`config.mk`:
```
export PLATFORM = sky130hd
export DESIGN_NAME = nss_ctrl
export DESIGN_NICKNAME = d
export VERILOG_FILES = /design/src/design/nss_pkg.sv /design/src/design/nss_ctrl.sv
export SDC_FILE = /design/constraint.sdc
export NUM_CORES = 1
export LEC_CHECK = 0
export ABC_AREA = 0
export BUFFER_PORTS_ARGS = -buffer_cell sky130_fd_sc_hd__buf_2
export CAP_MARGIN = 20
export CORE_UTILIZATION = 62
export CTS_BUF_LIST = sky130_fd_sc_hd__clkbuf_2
export CTS_CLUSTER_DIAMETER = 100
export DETAILED_ROUTE_END_ITERATION = 10
export PLACE_DENSITY = 0.87
export REMOVE_ABC_BUFFERS = 1
export SLEW_MARGIN = 15
export SYNTH_ARGS = -nofsm -noshare
export SYNTH_HDL_FRONTEND = slang
export SYNTH_SLANG_ARGS = --single-unit
```
`constraint.sdc`:
```
create_clock -name clk -period 3.31 [get_ports clk]
set_input_delay 0.331 -clock clk [delete_from_list [all_inputs] [get_ports clk]]
set_output_delay 0.331 -clock clk [all_outputs]
set_load 0.1 [all_outputs]
```
`src/design/nss_pkg.sv`:
```
// Shared constants, codes and controller/datapath interface types for the nearest segment search.
`timescale 1ns / 1ps
package nss_pkg;

  // Store geometry.
  localparam int MAX_SEGMENTS = 64;
  localparam int IDX_W        = $clog2(MAX_SEGMENTS);
  localparam int CNT_W        = IDX_W + 1;

  // Field widths.
  localparam int MODE_W  = 2;
  localparam int COORD_W = 16;
  localparam int SEG_W   = 4 * COORD_W;
  localparam int DIFF_W  = COORD_W + 1;
  localparam int OP_W    = DIFF_W + 1;
  localparam int PROD_W  = 2 * OP_W;
  localparam int ACC_W   = PROD_W + 1;
  localparam int MAG_W   = 33;
  localparam int LEN2_W  = 34;
  localparam int DIST_W  = 25;

  // Square root search widths.
  localparam int SQ_W      = 84;
  localparam int CAND_W    = SQ_W + 2;
  localparam int ROOT_BITS = DIST_W;
  localparam int BIT_W     = $clog2(ROOT_BITS);

  // Special distances.
  localparam logic [DIST_W-1:0] DIST_MAX     = {DIST_W{1'b1}};
  localparam logic [DIST_W-1:0] OUTSIDE_DIST = DIST_W'(100 * 256);

  // Request modes.
  typedef enum logic [MODE_W-1:0] {
    MODE_CLEAR  = 2'd0,
    MODE_APPEND = 2'd1,
    MODE_QUERY  = 2'd2,
    MODE_NONE   = 2'd3
  } mode_t;

  // Multiply sequence steps.
  localparam int STEP_W = 4;
  localparam logic [STEP_W-1:0] STEP_DOTA_LO  = 4'd0;
  localparam logic [STEP_W-1:0] STEP_DOTA_HI  = 4'd1;
  localparam logic [STEP_W-1:0] STEP_DOTB_LO  = 4'd2;
  localparam logic [STEP_W-1:0] STEP_DOTB_HI  = 4'd3;
  localparam logic [STEP_W-1:0] STEP_LEN_LO   = 4'd4;
  localparam logic [STEP_W-1:0] STEP_LEN_HI   = 4'd5;
  localparam logic [STEP_W-1:0] STEP_CROSS_LO = 4'd6;
  localparam logic [STEP_W-1:0] STEP_CROSS_HI = 4'd7;
  localparam logic [STEP_W-1:0] STEP_ABS      = 4'd8;
  localparam logic [STEP_W-1:0] STEP_SQ_HH    = 4'd9;
  localparam logic [STEP_W-1:0] STEP_SQ_HL    = 4'd10;
  localparam logic [STEP_W-1:0] STEP_SQ_LL    = 4'd11;

  // Commands from the controller to the datapath.
  typedef struct packed {
    logic             wr_en;
    logic [IDX_W-1:0] wr_addr;
    logic             latch_pt;
    logic             rd_en;
    logic [IDX_W-1:0] idx;
    logic             diff_en;
    logic             mul_en;
    logic [STEP_W-1:0] mul_step;
    logic             root_init;
    logic             root_sum;
    logic             root_upd;
    logic             cmp_en;
    logic             load_out;
    logic             out_found;
  } nss_cmd_t;

  // Status from the datapath to the controller.
  typedef struct packed {
    logic skip;
  } nss_stat_t;

endpackage

```
`src/design/nss_ctrl.sv`:
```
// Controller state machine: request decode, segment walk and result handoff.
`timescale 1ns / 1ps
module nss_ctrl (
  input  logic                        clk,
  input  logic                        rst_n,
  input  logic                        in_valid,
  output logic                        in_ready,
  input  logic [nss_pkg::MODE_W-1:0]  in_mode,
  output logic                        out_valid,
  input  logic                        out_ready,
  output nss_pkg::nss_cmd_t           cmd,
  input  nss_pkg::nss_stat_t          stat
);
  import nss_pkg::*;

  typedef enum logic [6:0] {
    ST_IDLE = 7'b0000001,
    ST_READ = 7'b0000010,
    ST_DIFF = 7'b0000100,
    ST_MUL  = 7'b0001000,
    ST_ROOT = 7'b0010000,
    ST_CMP  = 7'b0100000,
    ST_DONE = 7'b1000000
  } state_t;

  state_t             state_r, state_nxt;
  logic [CNT_W-1:0]   count_r, count_nxt;
  logic [IDX_W-1:0]   idx_r, idx_nxt;
  logic [STEP_W-1:0]  step_r, step_nxt;
  logic [BIT_W-1:0]   bit_r, bit_nxt;
  logic               phase_r, phase_nxt;
  logic               empty_r, empty_nxt;
  logic               out_valid_r, out_valid_nxt;
  logic               accept;
  logic               last_idx;

  assign in_ready  = (state_r == ST_IDLE);
  assign out_valid = out_valid_r;
  assign accept    = in_valid && in_ready;
  assign last_idx  = (CNT_W'({1'b0, idx_r}) + CNT_W'(1)) == count_r;

  // Next state and commands.
  always_comb begin
    state_nxt     = state_r;
    count_nxt     = count_r;
    idx_nxt       = idx_r;
    step_nxt      = step_r;
    bit_nxt       = bit_r;
    phase_nxt     = phase_r;
    empty_nxt     = empty_r;
    cmd           = '0;
    cmd.wr_addr   = count_r[IDX_W-1:0];
    cmd.idx       = idx_r;
    cmd.mul_step  = step_r;
    case (state_r)
      ST_IDLE: begin
        if (accept) begin
          case (mode_t'(in_mode))
            MODE_CLEAR: begin
              count_nxt = '0;
            end
            MODE_APPEND: begin
              if (count_r < CNT_W'(MAX_SEGMENTS)) begin
                cmd.wr_en = 1'b1;
                count_nxt = count_r + CNT_W'(1);
              end
            end
            MODE_QUERY: begin
              cmd.latch_pt = 1'b1;
              idx_nxt      = '0;
              if (count_r == '0) begin
                empty_nxt = 1'b1;
                state_nxt = ST_DONE;
              end else begin
                empty_nxt = 1'b0;
                state_nxt = ST_READ;
              end
            end
            default: begin
            end
          endcase
        end
      end
      ST_READ: begin
        cmd.rd_en = 1'b1;
        state_nxt = ST_DIFF;
      end
      ST_DIFF: begin
        cmd.diff_en = 1'b1;
        step_nxt    = '0;
        state_nxt   = ST_MUL;
      end
      ST_MUL: begin
        cmd.mul_en = 1'b1;
        if (step_r == STEP_SQ_LL) begin
          cmd.root_init = 1'b1;
          bit_nxt       = '0;
          phase_nxt     = 1'b0;
          state_nxt     = stat.skip ? ST_CMP : ST_ROOT;
        end else begin
          step_nxt = step_r + STEP_W'(1);
        end
      end
      ST_ROOT: begin
        if (!phase_r) begin
          cmd.root_sum = 1'b1;
          phase_nxt    = 1'b1;
        end else begin
          cmd.root_upd = 1'b1;
          phase_nxt    = 1'b0;
          if (bit_r == BIT_W'(ROOT_BITS - 1)) begin
            state_nxt = ST_CMP;
          end else begin
            bit_nxt = bit_r + BIT_W'(1);
          end
        end
      end
      ST_CMP: begin
        cmd.cmp_en = 1'b1;
        if (last_idx) begin
          state_nxt = ST_DONE;
        end else begin
          idx_nxt   = idx_r + IDX_W'(1);
          state_nxt = ST_READ;
        end
      end
      ST_DONE: begin
        if (!out_valid_r || out_ready) begin
          cmd.load_out  = 1'b1;
          cmd.out_found = !empty_r;
          state_nxt     = ST_IDLE;
        end
      end
      default: begin
        state_nxt = ST_IDLE;
      end
    endcase
  end

  // Result valid flag.
  always_comb begin
    if (cmd.load_out) begin
      out_valid_nxt = 1'b1;
    end else if (out_ready) begin
      out_valid_nxt = 1'b0;
    end else begin
      out_valid_nxt = out_valid_r;
    end
  end

  // Control registers.
  always_ff @(posedge clk) begin
    if (!rst_n) begin
      state_r     <= ST_IDLE;
      count_r     <= '0;
      idx_r       <= '0;
      step_r      <= '0;
      bit_r       <= '0;
      phase_r     <= 1'b0;
      empty_r     <= 1'b0;
      out_valid_r <= 1'b0;
    end else begin
      state_r     <= state_nxt;
      count_r     <= count_nxt;
      idx_r       <= idx_nxt;
      step_r      <= step_nxt;
      bit_r       <= bit_nxt;
      phase_r     <= phase_nxt;
      empty_r     <= empty_nxt;
      out_valid_r <= out_valid_nxt;
    end
  end

endmodule

```
==> impl_metrics.ini <==
[min_path]
hold_path_depth = 3
worstHoldStart = stat
hp-class = input port to flip-flop
whs_endpoint = state_r[5]

[setup_path]
crit_chain = or4_4, or3_1, clkinv_1, buf_2
cp_slowest_cell = or4_4
crit_arrival_ns = 2.54
crit_type = flip-flop to output port
path_max_fanout = 9
ff2ff_setup_slack_ns = 0.68
ff2ff_path_depth = 6
r2r_end = idx_r[5]
cp-startpoint = state_r[2]
critPathMaxStageDelay_ns = 0.59
cp.required_ns = 2.98
end_kind = output port
r2r_start = idx_r[2]
critPathLaunchType = flip-flop

[logic_synthesis]
yosysTopAreaCellShare = 0.319
synth_area_leaders = dfxtp_1 32%, nor2_1 6.9%, xor2_1 4.8%
synth.most_common_cell = nor2_1
syn_avg_cell_area_sq_um = 7.91
synth_area_leader_cell = dfxtp_1
synth_top_cells_by_count = 37 x nor2_1, 32 x dfxtp_1, 15 x nand2_1, 13 x inv_1
async_flop_share = 0
synth-seq-cells = 32
syn_inst = 254
yosys_warnings = 0
netlist-cell-type-count = 49
synth_edf_count = 0
ys_seq_area_frac = 0.319
synth-main-ff-cell = dfxtp_1
netlist_area_sq_um = 2010

[routing]
post-route-drc-count = 0
wire_per_inst_um = 13.2
wl_mm = 4.26
first_iter_violations = 130
ant_nets = 0
vias_per_cell = 5.85
num_vias = 1885
dr.pass1.iters = 5

[clock_network]
cts.sinks = 32
cts.clk_slew.worst_paths_ns = 0.18
htree_levels = 2
clk-insertion-delay-late_ns = 0.41
cts_buffers = 5
postCtsSetupRepairBufs = 0
cts_hold_buf = 0
cts_tree = yes
cts_resized = 0
ctsLongestPathBuffers = 2
root_buffer = clkbuf_2

[power]
power_frac_comb = 0.261
power.share.clock = 0.235
power_switching_share = 0.397
p_seq_frac = 0.503
p_leak_nw = 0.931
ir_drop_v = 0.000209
power.switching_w = 0.000328
power_density_nw_per_um2 = 383
p_int_w = 0.000499

[final_layout]
nets = 290
final_cell_area_sq_um = 2160
layout-drive-gt1-share = 0.176
area_delta_synth_final_pct = 7.66
diodes = 0

[placement]
post_dp_cell_area_sq_um = 2120
place_congestion = 0.819
portBuffers = 35
dp_slack_ns = 0.776
dp_hpwl_mm = 3.15

[global_routing]
grt_start_max_net_pins = 14
grt.total_usage = 0.269
grt_overflow = 0
antenna_found_initial = 0
grt_pass1_vias = 1528
grt_pass1_wl_mm = 6.96

[timing]
worstMarginPinSlew_ns = 0.721
hold_violations = 0
finalSetupViolCount = 0
worst_slack_ns = 0.438
rsz0062_at_grt = no
slew_violations = 0
skew_ns = 0.0124
post-route-period-util = 0.868
max_freq_mhz = 348
period_needed_ns = 2.87
relSlewSlack = 0.519

[floorplan]
io_pins = 36
die_area_sq_um = 3470
die_h_um = 58.9
core_area_sq_um = 3050
die_width_um = 58.9
rows = 20
start_util = 0.658

[flow_run]
maxCapViolations = 0

[outcome]
status = finished clean
## layout make-up
| class | instances | area [sq um] |
|---|---|---|
| timing repair buffer | 36 | 183 |
| clock buffer | 5 | 25.0 |
| tap | 44 | 55.1 |
| multi-input combinational | 188 | 1190 |
| inverter | 14 | 52.6 |
| clock inverter | 3 | 13.8 |
| sequential | 32 | 641 |
| fill | 282 | 891 |
## registers in the layout (all words and copies together) (netlist names)
register	count
bit_r	5
count_r	7
empty_r	1
idx_r	6
out_valid	1
phase_r	1
state_r	7
step_r	4
## worst max-delay path by stage
stage	to	slack, ns	cells after the start
floorplan	empty_r	-1.87	6
CTS	cmd[2]	0.44	4
detailed placement	idx_r[5]	0.78	6
finish	cmd[2]	0.44	4
global placement	idx_r[5]	0.82	6
global route	cmd[2]	0.33	4
## routing by layer
| metal | routed length (um) | global-route usage | vias up |
|---|---|---|---|
| met2 | 1920 | 0.411 | 61 |
| met1 | 2050 | 0.363 | 881 |
| met4 | 54 | 0.0986 | 0 |
| li1 | - | - | 937 |
| met3 | 232 | 0.0725 | 6 |
| met5 | 0 | 0 | - |
## power by group through the flow
stage	clock network (W)	registers, W	logic (W)
after floorplan	0	0.000441	0.000157
after global placement	0	0.000423	0.000213
after detailed placement	0	0.000424	0.000215
after CTS	0.000194	0.000416	0.000216
after global routing	0.000215	0.000420	0.000235
final	0.000195	0.000417	0.000216
## cell usage in the layout (no fill, tap or decap), types with 7 or more instances in the layout
cell type / n
a21oi_1: 8
buf_2: 35
dfxtp_1: 32
inv_1: 13
nand2_1: 15
nand3_1: 7
nand4_1: 7
nor2_1: 37
o21ai_0: 11
xor2_1: 11
## cell families after synthesis
| family | share of synthesized area |
|---|---|
| flip-flops | 0.319 |
| multiplexers | 0.0199 |
| buffers and inverters | 0.0872 |
| XOR/XNOR | 0.0741 |
| AO/OA/AOI/OAI | 0.145 |
| adder cells (fa/ha/maj) | 0.0374 |
| AND/OR/NAND/NOR | 0.317 |
## critical path, delay by kind of cell, from the launching register on
kind | cells | cell delay (ns)
buf+inv | 2 | 0.66
flops | 1 | 0.42
simple gates | 2 | 1.05
## metrics by stage
step                total power, W  hold WS [ns]   util  std cells  setup TNS (ns)
floorplan                 0.000598         0.407      -        234           -7.07
global placement          0.000636         0.472  0.695        314               0
detailed placement        0.000639         0.511  0.695        314               0
CTS                       0.000826         0.188  0.708        322               0
global route              0.000869         0.188  0.708        322               0
finish                    0.000828         0.189  0.708        322               0
No activity file was read; power rests on OpenSTA's default activity.
